[src/esc_utf8_pkg.sv]
// Shared types, character codes and helpers for the backslash escape decoder.
// No dependencies; used by esc_utf8_scan and escape_unescape_to_utf8_top.
`default_nettype none

package esc_utf8_pkg;

    // Most result bytes one input byte can cause (\U flush, seven digits, one byte)
    localparam int MaxResults = 10;
    // Raw hex digits kept for a flush
    localparam int NumHeld    = 8;

    // Scan phases
    localparam logic [1:0] PHASE_NORMAL = 2'd0;
    localparam logic [1:0] PHASE_SLASH  = 2'd1;
    localparam logic [1:0] PHASE_HEX    = 2'd2;

    // escape_mode values
    localparam logic MODE_IRI    = 1'b0;
    localparam logic MODE_STRING = 1'b1;

    // Character codes
    localparam logic [7:0] CH_BSLASH  = 8'h5C;
    localparam logic [7:0] CH_LOWER_U = 8'h75;
    localparam logic [7:0] CH_UPPER_U = 8'h55;
    localparam logic [7:0] CH_LOWER_T = 8'h74;
    localparam logic [7:0] CH_LOWER_N = 8'h6E;
    localparam logic [7:0] CH_LOWER_R = 8'h72;
    localparam logic [7:0] CH_QUOTE   = 8'h22;
    localparam logic [7:0] CH_GT      = 8'h3E;
    localparam logic [7:0] CH_TAB     = 8'h09;
    localparam logic [7:0] CH_LF      = 8'h0A;
    localparam logic [7:0] CH_CR      = 8'h0D;
    localparam logic [7:0] CH_ZERO    = 8'h30;
    localparam logic [7:0] CH_NINE    = 8'h39;
    localparam logic [7:0] CH_UPPER_A = 8'h41;
    localparam logic [7:0] CH_UPPER_F = 8'h46;
    localparam logic [7:0] CH_LOWER_A = 8'h61;
    localparam logic [7:0] CH_LOWER_F = 8'h66;
    localparam logic [7:0] CH_NUL     = 8'h00;

    // One result byte with its malformed-escape flag
    typedef struct packed {
        logic [7:0] data;
        logic       bad;
    } res_t;

    // All results of one input byte; entry 0 goes out first
    typedef struct packed {
        res_t [MaxResults-1:0] ent;
        logic [3:0]            cnt;
        logic                  last;
    } burst_t;

    typedef struct packed {
        logic       ok;
        logic [3:0] value;
    } hex_t;

    // ASCII hex digit to nibble, ok low for anything else
    function automatic hex_t hex_decode(input logic [7:0] b);
        hex_t r;
        r = '0;
        if (b >= CH_ZERO && b <= CH_NINE) begin
            r.ok    = 1'b1;
            r.value = 4'(b - CH_ZERO);
        end else if (b >= CH_UPPER_A && b <= CH_UPPER_F) begin
            r.ok    = 1'b1;
            r.value = 4'(b - CH_UPPER_A + 8'd10);
        end else if (b >= CH_LOWER_A && b <= CH_LOWER_F) begin
            r.ok    = 1'b1;
            r.value = 4'(b - CH_LOWER_A + 8'd10);
        end
        return r;
    endfunction

endpackage

`default_nettype wire

[src/esc_utf8_scan.sv]
// Escape scanner: scan state, held hex digits, mode register and the decode
// of one byte into its burst of results. Depends on esc_utf8_pkg.
`default_nettype none

module esc_utf8_scan (
    input  wire logic                  aclk,
    input  wire logic                  aresetn,
    input  wire logic                  cfg_wr_en,
    input  wire logic                  cfg_wr_data,
    input  wire logic                  step,
    input  wire logic [7:0]            in_byte,
    input  wire logic                  in_last,
    output esc_utf8_pkg::burst_t       burst
);
    import esc_utf8_pkg::*;

    logic              mode_reg;
    logic [1:0]        phase_reg, phase_next;
    logic              wide_reg, wide_next;
    logic [2:0]        digits_reg, digits_next;
    logic [31:0]       code_reg, code_next;
    logic [7:0]        held_reg [NumHeld];
    logic [7:0]        held_view [NumHeld];
    logic              held_we;

    hex_t              hexd;
    logic [31:0]       cp;
    logic [3:0]        dig_inc;
    logic              as_text;
    logic [3:0]        n;
    burst_t            res;

    // Held digits as seen after this byte's digit is stored
    always_comb begin
        for (int i = 0; i < NumHeld; i++) begin
            held_view[i] = (3'(i) == digits_reg) ? in_byte : held_reg[i];
        end
    end

    // Decode of one byte; a flush always opens the list, so it uses fixed slots
    always_comb begin
        phase_next  = phase_reg;
        wide_next   = wide_reg;
        digits_next = digits_reg;
        code_next   = code_reg;
        held_we     = 1'b0;
        as_text     = 1'b0;
        n           = '0;
        res         = '0;
        hexd        = hex_decode(in_byte);
        cp          = {code_reg[27:0], hexd.value};
        dig_inc     = {1'b0, digits_reg} + 4'd1;

        case (phase_reg)
            PHASE_SLASH: begin
                phase_next = PHASE_NORMAL;
                if (in_byte == CH_LOWER_U || in_byte == CH_UPPER_U) begin
                    phase_next  = PHASE_HEX;
                    wide_next   = (in_byte == CH_UPPER_U);
                    digits_next = '0;
                    code_next   = '0;
                end else if (in_byte == CH_BSLASH) begin
                    res.ent[n] = '{data: CH_BSLASH, bad: 1'b0};
                    n = n + 4'd1;
                end else if (mode_reg == MODE_STRING && in_byte == CH_LOWER_T) begin
                    res.ent[n] = '{data: CH_TAB, bad: 1'b0};
                    n = n + 4'd1;
                end else if (mode_reg == MODE_STRING && in_byte == CH_LOWER_N) begin
                    res.ent[n] = '{data: CH_LF, bad: 1'b0};
                    n = n + 4'd1;
                end else if (mode_reg == MODE_STRING && in_byte == CH_LOWER_R) begin
                    res.ent[n] = '{data: CH_CR, bad: 1'b0};
                    n = n + 4'd1;
                end else if (mode_reg == MODE_STRING && in_byte == CH_QUOTE) begin
                    res.ent[n] = '{data: CH_QUOTE, bad: 1'b0};
                    n = n + 4'd1;
                end else if (mode_reg == MODE_IRI && in_byte == CH_GT) begin
                    res.ent[n] = '{data: CH_GT, bad: 1'b0};
                    n = n + 4'd1;
                end else begin
                    // unknown escape passes through
                    res.ent[n] = '{data: CH_BSLASH, bad: 1'b0};
                    n = n + 4'd1;
                    res.ent[n] = '{data: in_byte, bad: 1'b0};
                    n = n + 4'd1;
                end
            end
            PHASE_HEX: begin
                if (hexd.ok) begin
                    held_we = 1'b1;
                    if (dig_inc >= (wide_reg ? 4'd8 : 4'd4)) begin
                        // complete value: UTF-8 encode
                        phase_next  = PHASE_NORMAL;
                        digits_next = '0;
                        code_next   = '0;
                        if (cp <= 32'h7F) begin
                            res.ent[n] = '{data: cp[7:0], bad: 1'b0};
                            n = n + 4'd1;
                        end else if (cp <= 32'h7FF) begin
                            res.ent[n] = '{data: {3'b110, cp[10:6]}, bad: 1'b0};
                            n = n + 4'd1;
                            res.ent[n] = '{data: {2'b10, cp[5:0]}, bad: 1'b0};
                            n = n + 4'd1;
                        end else if (cp <= 32'hFFFF) begin
                            res.ent[n] = '{data: {4'b1110, cp[15:12]}, bad: 1'b0};
                            n = n + 4'd1;
                            res.ent[n] = '{data: {2'b10, cp[11:6]}, bad: 1'b0};
                            n = n + 4'd1;
                            res.ent[n] = '{data: {2'b10, cp[5:0]}, bad: 1'b0};
                            n = n + 4'd1;
                        end else if (cp <= 32'h10FFFF) begin
                            res.ent[n] = '{data: {5'b11110, cp[20:18]}, bad: 1'b0};
                            n = n + 4'd1;
                            res.ent[n] = '{data: {2'b10, cp[17:12]}, bad: 1'b0};
                            n = n + 4'd1;
                            res.ent[n] = '{data: {2'b10, cp[11:6]}, bad: 1'b0};
                            n = n + 4'd1;
                            res.ent[n] = '{data: {2'b10, cp[5:0]}, bad: 1'b0};
                            n = n + 4'd1;
                        end else begin
                            // out of range: one flagged empty result
                            res.ent[n] = '{data: CH_NUL, bad: 1'b1};
                            n = n + 4'd1;
                        end
                    end else begin
                        digits_next = dig_inc[2:0];
                        code_next   = cp;
                    end
                end else begin
                    // malformed: flush what was held, then treat byte as text
                    res.ent[0] = '{data: CH_BSLASH, bad: 1'b1};
                    res.ent[1] = '{data: (wide_reg ? CH_UPPER_U : CH_LOWER_U), bad: 1'b1};
                    for (int i = 0; i < NumHeld; i++) begin
                        if (3'(i) < digits_reg) begin
                            res.ent[i+2] = '{data: held_view[i], bad: 1'b1};
                        end
                    end
                    n           = 4'd2 + {1'b0, digits_reg};
                    phase_next  = PHASE_NORMAL;
                    digits_next = '0;
                    code_next   = '0;
                    as_text     = 1'b1;
                end
            end
            default: begin
                phase_next = PHASE_NORMAL;
                as_text    = 1'b1;
            end
        endcase

        // plain text byte
        if (as_text) begin
            if (in_byte == CH_BSLASH) begin
                phase_next = PHASE_SLASH;
            end else begin
                res.ent[n] = '{data: in_byte, bad: 1'b0};
                n = n + 4'd1;
            end
        end

        // end of text: flush a pending escape and return to normal
        if (in_last) begin
            if (phase_next == PHASE_SLASH) begin
                res.ent[n] = '{data: CH_BSLASH, bad: 1'b1};
                n = n + 4'd1;
            end else if (phase_next == PHASE_HEX) begin
                res.ent[0] = '{data: CH_BSLASH, bad: 1'b1};
                res.ent[1] = '{data: (wide_next ? CH_UPPER_U : CH_LOWER_U), bad: 1'b1};
                for (int i = 0; i < NumHeld; i++) begin
                    if (3'(i) < digits_next) begin
                        res.ent[i+2] = '{data: held_view[i], bad: 1'b1};
                    end
                end
                n = 4'd2 + {1'b0, digits_next};
            end
            phase_next  = PHASE_NORMAL;
            wide_next   = 1'b0;
            digits_next = '0;
            code_next   = '0;
        end

        res.cnt  = n;
        res.last = in_last;
        burst    = res;
    end

    // Mode register
    always_ff @(posedge aclk) begin
        if (!aresetn) begin
            mode_reg <= MODE_STRING;
        end else if (cfg_wr_en) begin
            mode_reg <= cfg_wr_data;
        end
    end

    // Scan state
    always_ff @(posedge aclk) begin
        if (!aresetn) begin
            phase_reg  <= PHASE_NORMAL;
            wide_reg   <= 1'b0;
            digits_reg <= '0;
            code_reg   <= '0;
        end else if (step) begin
            phase_reg  <= phase_next;
            wide_reg   <= wide_next;
            digits_reg <= digits_next;
            code_reg   <= code_next;
        end
    end

    // Held digit store, no reset
    always_ff @(posedge aclk) begin
        if (step && held_we) begin
            held_reg[digits_reg] <= in_byte;
        end
    end

    // Digits are only counted inside a numeric escape
    a_digits_idle: assert property (@(posedge aclk) disable iff (!aresetn)
        (phase_reg != PHASE_HEX) |-> (digits_reg == '0))
        else $error("digit count left over outside a numeric escape");

    // A short escape never holds four digits
    a_short_limit: assert property (@(posedge aclk) disable iff (!aresetn)
        (phase_reg == PHASE_HEX && !wide_reg) |-> (digits_reg < 3'd4))
        else $error("short escape holds too many digits");

endmodule

`default_nettype wire

[src/escape_unescape_to_utf8_top.sv]
// Top level of the backslash escape decoder with UTF-8 output.
// Depends on esc_utf8_pkg and esc_utf8_scan.
`default_nettype none

// Decodes backslash escapes in a byte stream. One input byte is decoded in
// the cycle it is accepted and its results (zero to ten bytes) are loaded
// into a burst register, which feeds the output register one byte per cycle
// unless the output stalls. The next byte is taken when the burst is empty
// or in the cycle its last result moves to the output register, so plain
// text runs at one byte per cycle unless the output stalls; the output
// port's one byte per transfer sets this rate. escape_mode is written
// through cfg_wr_en/cfg_wr_data and resets to string mode.
module escape_unescape_to_utf8_top (
    input  wire logic       aclk,
    input  wire logic       aresetn,
    input  wire logic       cfg_wr_en,
    input  wire logic       cfg_wr_data,   // escape_mode
    input  wire logic       s_tvalid,
    output logic            s_tready,
    input  wire logic [7:0] s_tdata,       // [7:0] in_byte
    input  wire logic       s_tlast,       // in_last
    output logic            m_tvalid,
    input  wire logic       m_tready,
    output logic [7:0]      m_tdata,       // [7:0] out_byte
    output logic            m_tlast,       // out_last
    output logic            m_tuser        // [0] bad_escape
);
    import esc_utf8_pkg::*;

    burst_t                 burst;
    res_t [MaxResults-1:0]  bent_reg;
    logic [3:0]             bcnt_reg;
    logic                   blast_reg;
    logic                   s_accept;
    logic                   out_load;
    logic                   m_valid_reg;
    res_t                   m_data_reg;
    logic                   m_last_reg;

    esc_utf8_scan u_scan (
        .aclk        (aclk),
        .aresetn     (aresetn),
        .cfg_wr_en   (cfg_wr_en),
        .cfg_wr_data (cfg_wr_data),
        .step        (s_accept),
        .in_byte     (s_tdata),
        .in_last     (s_tlast),
        .burst       (burst)
    );

    // Handshake control
    assign out_load = (bcnt_reg != '0) && (!m_valid_reg || m_tready);
    assign s_tready = (bcnt_reg == '0) || (bcnt_reg == 4'd1 && out_load);
    assign s_accept = s_tvalid && s_tready;

    // Burst register: load on transfer in, shift down as bytes leave
    always_ff @(posedge aclk) begin
        if (!aresetn) begin
            bcnt_reg <= '0;
        end else if (s_accept) begin
            bcnt_reg <= burst.cnt;
        end else if (out_load) begin
            bcnt_reg <= bcnt_reg - 4'd1;
        end
    end

    always_ff @(posedge aclk) begin
        if (s_accept) begin
            bent_reg  <= burst.ent;
            blast_reg <= burst.last;
        end else if (out_load) begin
            for (int i = 0; i < MaxResults - 1; i++) begin
                bent_reg[i] <= bent_reg[i+1];
            end
        end
    end

    // Output register
    always_ff @(posedge aclk) begin
        if (!aresetn) begin
            m_valid_reg <= 1'b0;
        end else if (out_load) begin
            m_valid_reg <= 1'b1;
        end else if (m_tready) begin
            m_valid_reg <= 1'b0;
        end
    end

    always_ff @(posedge aclk) begin
        if (out_load) begin
            m_data_reg <= bent_reg[0];
            m_last_reg <= blast_reg && (bcnt_reg == 4'd1);
        end
    end

    assign m_tvalid = m_valid_reg;
    assign m_tdata  = m_data_reg.data;
    assign m_tuser  = m_data_reg.bad;
    assign m_tlast  = m_last_reg;

    // Burst never holds more than the worst case
    a_burst_bound: assert property (@(posedge aclk) disable iff (!aresetn)
        bcnt_reg <= 4'(MaxResults))
        else $error("burst count beyond capacity");

    // A new byte is only taken once the previous burst is drained
    a_no_overwrite: assert property (@(posedge aclk) disable iff (!aresetn)
        s_accept |-> (bcnt_reg == '0 || out_load))
        else $error("burst overwritten before its results left");

    // Reset empties both the burst and the output register
    a_reset_empty: assert property (@(posedge aclk)
        !aresetn |=> (!m_valid_reg && bcnt_reg == '0))
        else $error("results left after reset");

endmodule

`default_nettype wire

[config.mk]
export PLATFORM = sky130hd
export DESIGN_NAME = escape_unescape_to_utf8_top
export DESIGN_NICKNAME = d
export VERILOG_FILES = /design/src/esc_utf8_pkg.sv /design/src/esc_utf8_scan.sv /design/src/escape_unescape_to_utf8_top.sv
export SDC_FILE = /design/constraint.sdc
export NUM_CORES = 1
export LEC_CHECK = 0
export ABC_AREA = 1
export BUFFER_PORTS_ARGS = -buffer_cell sky130_fd_sc_hd__buf_2
export CAP_MARGIN = 25
export CORE_MARGIN = 3
export CORE_UTILIZATION = 40
export DETAILED_ROUTE_END_ITERATION = 16
export PLACE_DENSITY = 0.64
export SETUP_SLACK_MARGIN = 0.02
export SKIP_LAST_GASP = 1
export SLEW_MARGIN = 20
export SYNTH_ARGS = -nofsm -noshare
export SYNTH_HDL_FRONTEND = slang
export SYNTH_SLANG_ARGS = --single-unit
[constraint.sdc]
create_clock -name aclk -period 5 [get_ports aclk]
set_clock_uncertainty 0.15 [all_clocks]
set_input_delay 0.25 -clock aclk [delete_from_list [all_inputs] [get_ports aclk]]
set_output_delay 0.25 -clock aclk [all_outputs]
set_load 0.02 [all_outputs]
; After elaboration in Yosys (flattened, before gate mapping)
; Memories as Yosys holds them, arrays and structs flattened.
; Cells that the tools add are included.
; W data, S select, Z words.
[totals]
reg_bits = 141
latch_bits = 0
mem_bits_rw = 64
rom_bits = 0
inputBits = 15
output_inout_bits = 12
word_cells = 248
mem_count = 1
[classes]
n_addsub = 11
n_mul = 0
div_mod_pow = 0
n_lt_le_gt_ge = 31
eq_ne = 21
n_shift = 0
n_mux = 123
bitwise = 4
reduce_logical = 26
[mem_list]
columns = memory, depth, word_bits, rd, rd_ports_with_merged_regs, wr, line
row1 = u_scan.held_reg, 8, 8, 8, 0, 1, esc_utf8_scan.sv:22  ; logic [7:0] held_reg [NumHeld];
[ops]
columns = cell, n
row1 = $mux W90, 5
row2 = $mux W9, 32
row3 = $mux W27, 9
row4 = $mux W81, 2
row5 = $mux W28, 4
row6 = $bwmux W90, 1
row7 = $mux W4, 19
row8 = $demux W9 S4, 2
row9 = $mux W36, 2
row10 = $mux W72, 1
row11 = $mux W8, 9
row12 = $pmux W28 S2, 1
row13 = $mux W18, 3
row14 = $mux W54, 1
row15 = $or A50 B50 Y50, 1
row16 = $eq A8 B7 Y1 const B, 6
row17 = $and A40 B40 Y40, 1
row18 = $not A40 Y40, 1
row19 = $pmux W18 S2, 1
row20 = $le A32 B11 Y1 const B, 1
row21 = $le A32 B16 Y1 const B, 1
row22 = $le A32 B21 Y1 const B, 1
row23 = $le A32 B7 Y1 const B, 1
row24 = $lt A3 B3 Y1 const A, 8
row25 = 41 further kinds, 103

; Logic depth before layout (Yosys ltp)
; Gate-level depths: netlist of run 1.
[logic_depth]
word_depth = 27
depth_mapped = 26
depth_no_buf = 26

; Hierarchy
; Synthesis of run 1 repeated with hierarchy kept, for this count alone.
[unflattened]
hier_cells = 1640
hier_area_um2 = 12477.0
[modules_own_cells]
columns = module, n_inst, cells_per_inst, area_each_um2, seq_area_each_um2
row1 = esc_utf8_scan, 1, 1220, 8032.7, 2382.3
row2 = escape_unescape_to_utf8_top, 1, 420, 4444.3, 3133.0

; Worst setup path before layout of run 1
; OpenSTA, ideal clock, no wires.
[synth_timing]
path_kind = reg-to-reg
start = register bcnt_reg[1]
end = register bcnt_reg[2]
setup_time_ns = 0.096
arrival_ns = 3.756
t_required_ns = 4.754
path_slack_ns = 0.999
stages_incl_launch_ff = 12
path_buffers = 1
synth_period_minus_slack_ns = 4.001
path_cell_list = dfxtp_1 -> inv_1 -> ha_1 -> nand3_1 -> o21ai_0 -> nand2_1 -> inv_1 -> clkbuf_1 -> nor2_1 -> inv_1 -> o21ai_0 -> a21oi_1
[synth_between]
elab_chain_cells = 6
word_cells_on_any_way = 11
classes_between = add/sub: 1 / eq/ne: 1 / mux: 2 / reduce/logical: 7
[synth_rtl]
columns = item, line
row1 = from (decl), escape_unescape_to_utf8_top.sv:32  ; logic [3:0] bcnt_reg;
row2 = from (signal assigned), escape_unescape_to_utf8_top.sv:61  ; bcnt_reg <= burst.cnt;
row3 = from (signal assigned), escape_unescape_to_utf8_top.sv:63  ; bcnt_reg <= bcnt_reg - 4'd1;
row4 = $reduce_bool A4 Y1, escape_unescape_to_utf8_top.sv:52  ; assign out_load = (bcnt_reg != '0) && (!m_valid_reg || m_tready);
row5 = $logic_and A1 B1 Y1, escape_unescape_to_utf8_top.sv:52
row6 = $logic_and A1 B1 Y1, escape_unescape_to_utf8_top.sv:53  ; assign s_tready = (bcnt_reg == '0) || (bcnt_reg == 4'd1 && out_load);
row7 = $logic_or A1 B1 Y1 (*), escape_unescape_to_utf8_top.sv:53
row8 = net s_tready, escape_unescape_to_utf8_top.sv:19  ; output logic s_tready,
row9 = $logic_and A1 B1 Y1 (*), escape_unescape_to_utf8_top.sv:54  ; assign s_accept = s_tvalid && s_tready;
row10 = $mux W4 or $reduce_bool A2 Y1 (tied branches), n/a
; Mark *: on every way through the listed nets, which the timed path passes. The rest lies on a longest branch. The select of a mux whose other input is x is not followed.
; A chain may end at the register's enable or synchronous reset.

; Final worst setup path of run 1
[layout_timing]
start = register u_scan.digits_reg[0]
end = register bent_reg[78] in the netlist's numbering, data pin
[layout_between]
elab_chain_cells = 17
word_cells_on_any_way = 47
classes_between = add/sub: 3 / order compare: 7 / eq/ne: 3 / mux: 30 / bitwise: 2 / reduce/logical: 2
[layout_rtl]
columns = item, line
row1 = from (decl), esc_utf8_scan.sv:20  ; logic [2:0] digits_reg, digits_next;
row2 = from (signal assigned), esc_utf8_scan.sv:206  ; digits_reg <= digits_next;
row3 = $add A3 B1 Y4, esc_utf8_scan.sv:52  ; dig_inc = {1'b0, digits_reg} + 4'd1;
row4 = $ge A4 B4 Y1, esc_utf8_scan.sv:91  ; if (dig_inc >= (wide_reg ? 4'd8 : 4'd4)) begin
row5 = $mux W4, esc_utf8_scan.sv:91
row6 = $mux W4, esc_utf8_scan.sv:89  ; if (hexd.ok) begin
row7 = $pmux W4 S2, esc_utf8_scan.sv:54  ; case (phase_reg)
row8 = "$add A4 B1 Y4, or another cell as far along", esc_utf8_scan.sv:157  ; n = n + 4'd1;
row9 = $mux W4 or $logic_and A1 B1 Y1 (tied branches), "esc_utf8_scan.sv:153, esc_utf8_scan.sv:156"
row10 = $mux W4 or $mux W9 (tied branches), "esc_utf8_scan.sv:152, esc_utf8_scan.sv:156"
row11 = "$lt A4 B5 Y1 (implied by the code), or another cell as far along", esc_utf8_scan.sv:164  ; res.ent[n] = '{data: CH_BSLASH, bad: 1'b1};
row12 = $logic_and A1 B1 Y1 (implied by the code) or $bwmux W90 (tied branches), "esc_utf8_scan.sv:164, esc_utf8_scan.sv:156"
row13 = $mux W9 (implied by the code) or $mux W90 (tied branches), "esc_utf8_scan.sv:164, esc_utf8_scan.sv:153"
row14 = $demux W9 S4 or $mux W90 (tied branches), n/a
row15 = $not A40 Y40 (no line) or $mux W9 (tied branches), n/a
row16 = $and A40 B40 Y40 (no line) or $mux W90 (tied branches), n/a
row17 = $mux W90, esc_utf8_scan.sv:163  ; if (phase_next == PHASE_SLASH) begin
row18 = $mux W90 (*), esc_utf8_scan.sv:162  ; if (in_last) begin
row19 = $mux W81 (*), escape_unescape_to_utf8_top.sv:68  ; if (s_accept) begin
row20 = to (signal assigned), escape_unescape_to_utf8_top.sv:69  ; bent_reg <= burst.ent;
row21 = "to (signal, indexed assignment)", escape_unescape_to_utf8_top.sv:73  ; bent_reg[i] <= bent_reg[i+1];
row22 = to (decl), escape_unescape_to_utf8_top.sv:31  ; res_t [MaxResults-1:0] bent_reg;
; Mark *: on every way between the ends. The rest lies on a longest branch, timed or not.

==> metrics.txt, run 1 <==
Global Route Usage Sum 0.236; core footprint 29,200 um^2; post-CTS sizing 0; Yosys warning count 0; syn avg cell area slightly below 8 um^2; DR DRC count 0; Cell variety after synth 55; buffers plus inverters on the worst setup path 2; final setup vio count 0; H-tree depth 4; max-cap violations 0; Req. time, crit path slightly above 5000 ps; Crit-path slowest cell dfxtp_1; starting density of the core 0.413; fillers about 2,900; buffer depth of the longest clock path 2; Lkg Pwr between 5 and 6 nW; CP cell instances ha_1 > xnor2_1 > ha_1 > nand2_1 > nand2_1 > nand2_1 > nand2_1 > nand2_1 > a21oi_2 > nand3_1 > nand3_1 > nand2_2 > ha_1 > nand2_1 > nand2_1 > inv_1 > ha_1 > inv_1 > nor2_1 > nand3_4 > o21bai_4 > o21ai_0 > nand2_1 > nand2_1; Hold Buf Count CTS 4; largest net degree at the start of global routing 53; top routing layer used met4; first-pass GRT wire length ~60,000 um; Max Slew Vio Count 0; io pins 27; placement row count 62; Power Density between 400 and 500 nW/um^2; setup_tns 0 ps; number of buffers created by CTS 17; DRT Wirelength a little under 40,000 um; TritonCTS clock tree yes; status complete, no violations; CTS root buffer clkbuf_16; crit path time final 4470 ps; Crit. End Element flop; Clock transition at path regs 80 ps; worst-skew pair later-pin latency around 450 ps; worst min path class in -> reg; syn_nets ~1,600; Fmax approximately 220 MHz; max incr delay on CP 550 ps; cell mode on critical path nand2_1; crit-path max FO 11; Routed Antenna Nets 0; Seq cells post-synth ~200; FFs w/ async S/R, synth 0; Final Cycle Share 0.895; Worst Path Arrival 4530 ps; met2 wire len between 15,000 and 20,000 um; fin nets roughly 1,600; met1 WL 17,600 um; diode count 0; top_reg_cell synth edfxtp_1; Worst-Margin Slew roughly 850 ps; WL per Instance roughly 20 um; Avg Vias per Cell 5.60; CTS sink count 197; gpl congestion around 0.99; DIE HEIGHT ~180 um; initial antenna violation count 0; Syn Inst Count 1,567; max reg flops 90; CP startpoint kind flop; Layout area overhead 10.8%; EDFF count, synth approximately 160; most frequent cells in the layout nand2_1, nor2_1, edfxtp_1; WS Path Type reg -> reg; Post CTS Setup Buffer Count 0; vias in the first global route 10,200; DRT iter0 DRCs 1,400; die area 32,300 um^2; met3 wire len between 3000 and 4000 um; Seq/Total Area, Yosys 0.457; GRT overflow 0; delay-heaviest family, CP simple AND/OR/NAND/NOR gates; share of layout cells above drive strength 1 0.0938; final hold violation count 0; RSZ-0062 raised after global routing false; Netlist Area Pre-Place ~12,000 um^2; Peak VDD IR 0.252 mV; commonest non-fill, non-tap cell in the layout nand2_1; drt pass-1 iters 6; width of the die approximately 180 um; Worst slew margin 0.428; PortBufs 26; WHS 10.9 ps; via count roughly 11,000; HPWL after DPL between 20,000 and 30,000 um
==> Yosys cell counts, drive strengths merged, types with 12 or more instances <==
cell    instances  share of area
clkbuf         39          0.012
a21oi         146          0.061
inv           164          0.051
nor2          176          0.061
nand2         463           0.15
nand3          79          0.041
ha             30          0.031
edfxtp        157           0.39
o22ai          37          0.019
dfxtp          40          0.066
o21ai         132          0.055
nand4          12         0.0067
buf            16         0.0072
o211ai         14         0.0087
==> final timing paths <==
kind	from	endpoint	slack, ps	depth (start not counted)
setup / recovery	u_scan.digits_reg[0]	bent_reg[78]	530	24
hold / removal	s_tdata[5]	u_scan.held_reg[0][5]	10	1
setup reg to reg	u_scan.digits_reg[0]	bent_reg[78]	530	24
hold reg to reg	bent_reg[1]	m_tdata[0]	270	0
==> routing by layer <==
metal | vias up | GRT usage
met2 | 541 | 0.361
met5 | - | 0
li1 | 5331 | -
met4 | 0 | 0.0668
met1 | 5230 | 0.350
met3 | 60 | 0.0311
==> where the power goes <==
group | internal (mW) | switching [mW] | total [mW]
clock network | 0.761 | 0.655 | 1.42
registers | 2.48 | 0.126 | 2.61
logic | 0.428 | 1.05 | 1.48
total | 3.67 | 1.83 | 5.50
==> kinds of logic (layout without fill, tap and decap cells) <==
| family | count (synthesis) | count (layout) | synth area share |
|---|---|---|---|
| simple gates | 748 | 748 | 0.267 |
| compound gates | 363 | 363 | 0.167 |
| buf+inv | 224 | 266 | 0.0723 |
| flops | 197 | 197 | 0.457 |
| fa+ha+maj | 30 | 30 | 0.0311 |
| xor+xnor | 5 | 5 | 0.00519 |
==> area by class of cell <==
class                      count  area (um^2)  share of cell area
sequential                   197         5520               0.413
timing repair buffer          65          458              0.0343
clock inverter                12          141              0.0106
multi-input combinational   1146         5670               0.425
inverter                     169          641              0.0480
tap                          384          480              0.0360
clock buffer                  20          447              0.0334
==> through the flow <==
stage | area (um^2) | std cells | worst slack [ps] | power [mW] | util
6_report | 13400 | 1993 | 525 | 5.50 | 0.458
5_1_grt | 13400 | 1993 | 147 | 5.81 | 0.458
4_1_cts | 13400 | 1993 | 634 | 5.52 | 0.458
3_5_place_dp | 12700 | 1957 | 656 | 4.12 | 0.436
3_3_place_gp | 12700 | 1957 | 759 | 4.09 | 0.436
2_1_floorplan | 12100 | 1567 | 999 | 3.61 | -
Power figures use the tool's default switching activity.
==> inputs of run 2 (changes only) <==
--- a/config.mk
+++ b/config.mk
@@ -9,9 +9,9 @@
 export BUFFER_PORTS_ARGS = -buffer_cell sky130_fd_sc_hd__buf_2
 export CAP_MARGIN = 25
 export CORE_MARGIN = 3
-export CORE_UTILIZATION = 40
+export CORE_UTILIZATION = 60
 export DETAILED_ROUTE_END_ITERATION = 16
-export PLACE_DENSITY = 0.64
+export PLACE_DENSITY = 0.86
 export SETUP_SLACK_MARGIN = 0.02
 export SKIP_LAST_GASP = 1
 export SLEW_MARGIN = 20
==> run 2 against run 1 <==
Effect of this change:
- final area decreased by 1.7%
- sequential cell count did not move
- count of clock-buffer cells in the layout fell by 3
- first-iteration DRC count up 29%
- critical path type unchanged
- largest cell class unchanged
==> metrics.txt, run 2 (same netlist as run 1, synthesis figures left out) <==
status complete, no violations (unchanged); buffer depth of the longest clock path 2 (unchanged); max-cap violations 0 (unchanged); share of layout cells above drive strength 1 0.0901 (was 0.0938); crit path time final 4450 ps (was 4470 ps); Worst Setup SP u_scan.digits_reg[1] (was u_scan.digits_reg[0]); Final Cycle Share 0.889 (was 0.895); final hold violation count 0 (unchanged); Avg Vias per Cell 6.13 (was 5.60); RR Endpoint bent_reg[80] (was bent_reg[78]); gpl congestion 1.01 (was 0.985); PortBufs 26 (unchanged); DIE HEIGHT 148 um (was 180 um); most frequent cells in the layout nand2_1, nor2_1, edfxtp_1 (unchanged); initial antenna violation count 0 (unchanged); number of buffers created by CTS 17 (unchanged); DRT iter0 DRCs 1,810 (was 1,400); Peak VDD IR 0.277 mV (was 0.252 mV); crit-path max FO 8 (was 11); Total Power 5.51 mW (was 5.50 mW); HPWL after DPL 27,400 um (was 28,400 um); post-CTS sizing 0 (unchanged); worst min path class in -> reg (unchanged); Global Route Usage Sum 0.359 (was 0.236); worst-skew pair later-pin latency 450 ps (about the same); WS Path Type reg -> reg (unchanged); worst setup margin 553 ps (was 525 ps); RSZ-0062 raised after global routing false (unchanged); GRT overflow 0 (unchanged); Worst-Margin Slew 855 ps (about the same); CTS root buffer clkbuf_16 (unchanged); Post CTS Setup Buffer Count 0 (unchanged); core footprint 19,600 um^2 (was 29,200 um^2); Crit. End Element flop (unchanged); TritonCTS clock tree yes (unchanged); WL per Instance 20.8 um (was 19.5 um); Req. time, crit path 5050 ps (about the same); CP startpoint kind flop (unchanged); H-tree depth 4 (unchanged); Hold EP m_tvalid (was u_scan.held_reg[0][5]); setup_tns 0 ps (unchanged); Max Slew Vio Count 0 (unchanged); vias in the first global route 10,500 (was 10,200); post-place setup slack 738 ps (was 656 ps); Worst Path Arrival 4500 ps (was 4530 ps); fillers 1,719 (was 2,874); diode count 0 (unchanged); io pins 27 (unchanged); reg2reg start u_scan.digits_reg[1] (was u_scan.digits_reg[0]); placement row count 51 (was 62); Lkg Pwr 5.33 nW (was 5.37 nW); largest net degree at the start of global routing 57 (was 53); Fmax 225 MHz (was 223 MHz); register area 5520 um^2 (unchanged); die area 21,800 um^2 (was 32,300 um^2); Power Density 420 nW/um^2 (was 412 nW/um^2); final setup vio count 0 (unchanged); width of the die 148 um (was 180 um); fin nets 1,631 (was 1,641); FF-to-FF path depth 19 (was 24); via count 11,400 (was 11,200); commonest non-fill, non-tap cell in the layout nand2_1 (unchanged); Clock transition at path regs 80 ps (about the same); hold_sp m_tready (was s_tdata[5]); max reg flops 90 (unchanged); area post-placement 12,500 um^2 (was 12,700 um^2); drt pass-1 iters 6 (unchanged); area of the multi-input gates 5670 um^2 (unchanged); DRT Wirelength 38,700 um (was 38,900 um); Worst slew margin 0.428 (about the same); DR DRC count 0 (unchanged); hold path cells 4 (was 1); placed cell count 1,829 (was 1,957); Post-Layout Cell Count 1,864 (was 1,993); Routed Antenna Nets 0 (unchanged); CTS sink count 197 (unchanged); first-pass GRT wire length 60,200 um (was 60,100 um); starting density of the core 0.616 (was 0.413); Layout area overhead 8.92% (was 10.8%); Design Area, Final 13,100 um^2 (was 13,400 um^2); r2r setup slk 550 ps (was 530 ps)
[run 2: cell types whose count changed in the layout (fill, tap and decap cells not counted), moves of 2 or more]
cell,delta
bufinv_16,-2
clkinv_4,+2
clkbuf_1,-2
inv_6,-3
buf_4,-8
clkinvlp_4,-2
clkinv_8,+6
clkinv_2,-2
inv_8,+2
inv_4,+2
[run 2: repair_timing]
| action | CTS | global route |
|---|---|---|
| hold buffers | 3 | 0 |
| endpoints found under the hold margin | 5 | 0 |
| setup endpoints to repair | 0 | 0 |
[run 2: power breakdown]
| group | internal [mW] | switching, mW | total [mW] |
|---|---|---|---|
| combinational | 0.406 | 1.08 | 1.49 |
| clock | 0.677 | 0.721 | 1.40 |
| sequential | 2.48 | 0.137 | 2.62 |
| total | 3.57 | 1.94 | 5.51 |
[run 2: stage by stage]
stage           util  hold slack (ps)
6_report       0.670             10.4
5_1_grt        0.670             85.9
4_1_cts        0.670             6.51
3_5_place_dp   0.638              255
3_3_place_gp   0.638              251
2_1_floorplan      -              199
[run 2: cell type report]
cell class	instances	share of cell area
multi-input combinational	1146	0.432
timing repair buffer	55	0.0280
clock inverter	15	0.0137
tap	265	0.0252
clock buffer	17	0.0324
sequential	197	0.420
inverter	169	0.0488
[run 2: worst max path at each step]
stage / end / cells after the start
final: bent_reg[80] / 19
after CTS: bent_reg[78] / 24
after global routing: bent_reg[78] / 24
after floorplan: bcnt_reg[2] / 11
after global placement: bent_reg[78] / 23
after detailed placement: bent_reg[78] / 23
[run 2: critical path, cell delays in order (launching register included)]
cell and delay [ps]:
dfxtp_1 490, ha_1 240, xnor2_1 150, ha_1 260, nand2_1 70, nand2_1 50
nand2_1 50, nand2_1 120, nor2_1 120, buf_4 140, nand3_1 160, o21ai_0 590
ha_1 400, nand3_2 210, nor2_1 450, nand2_1 100, o21ai_0 100, a21oi_1 90
o21ai_0 180, nand2_1 80
[run 2: metal layers]
metal	share of wire	routed length (um)	global-route usage
met2	0.42	16400	0.525
met1	0.40	15500	0.538
met3	0.14	5280	0.0720
met5	0	0	0
met4	0.038	1490	0.123
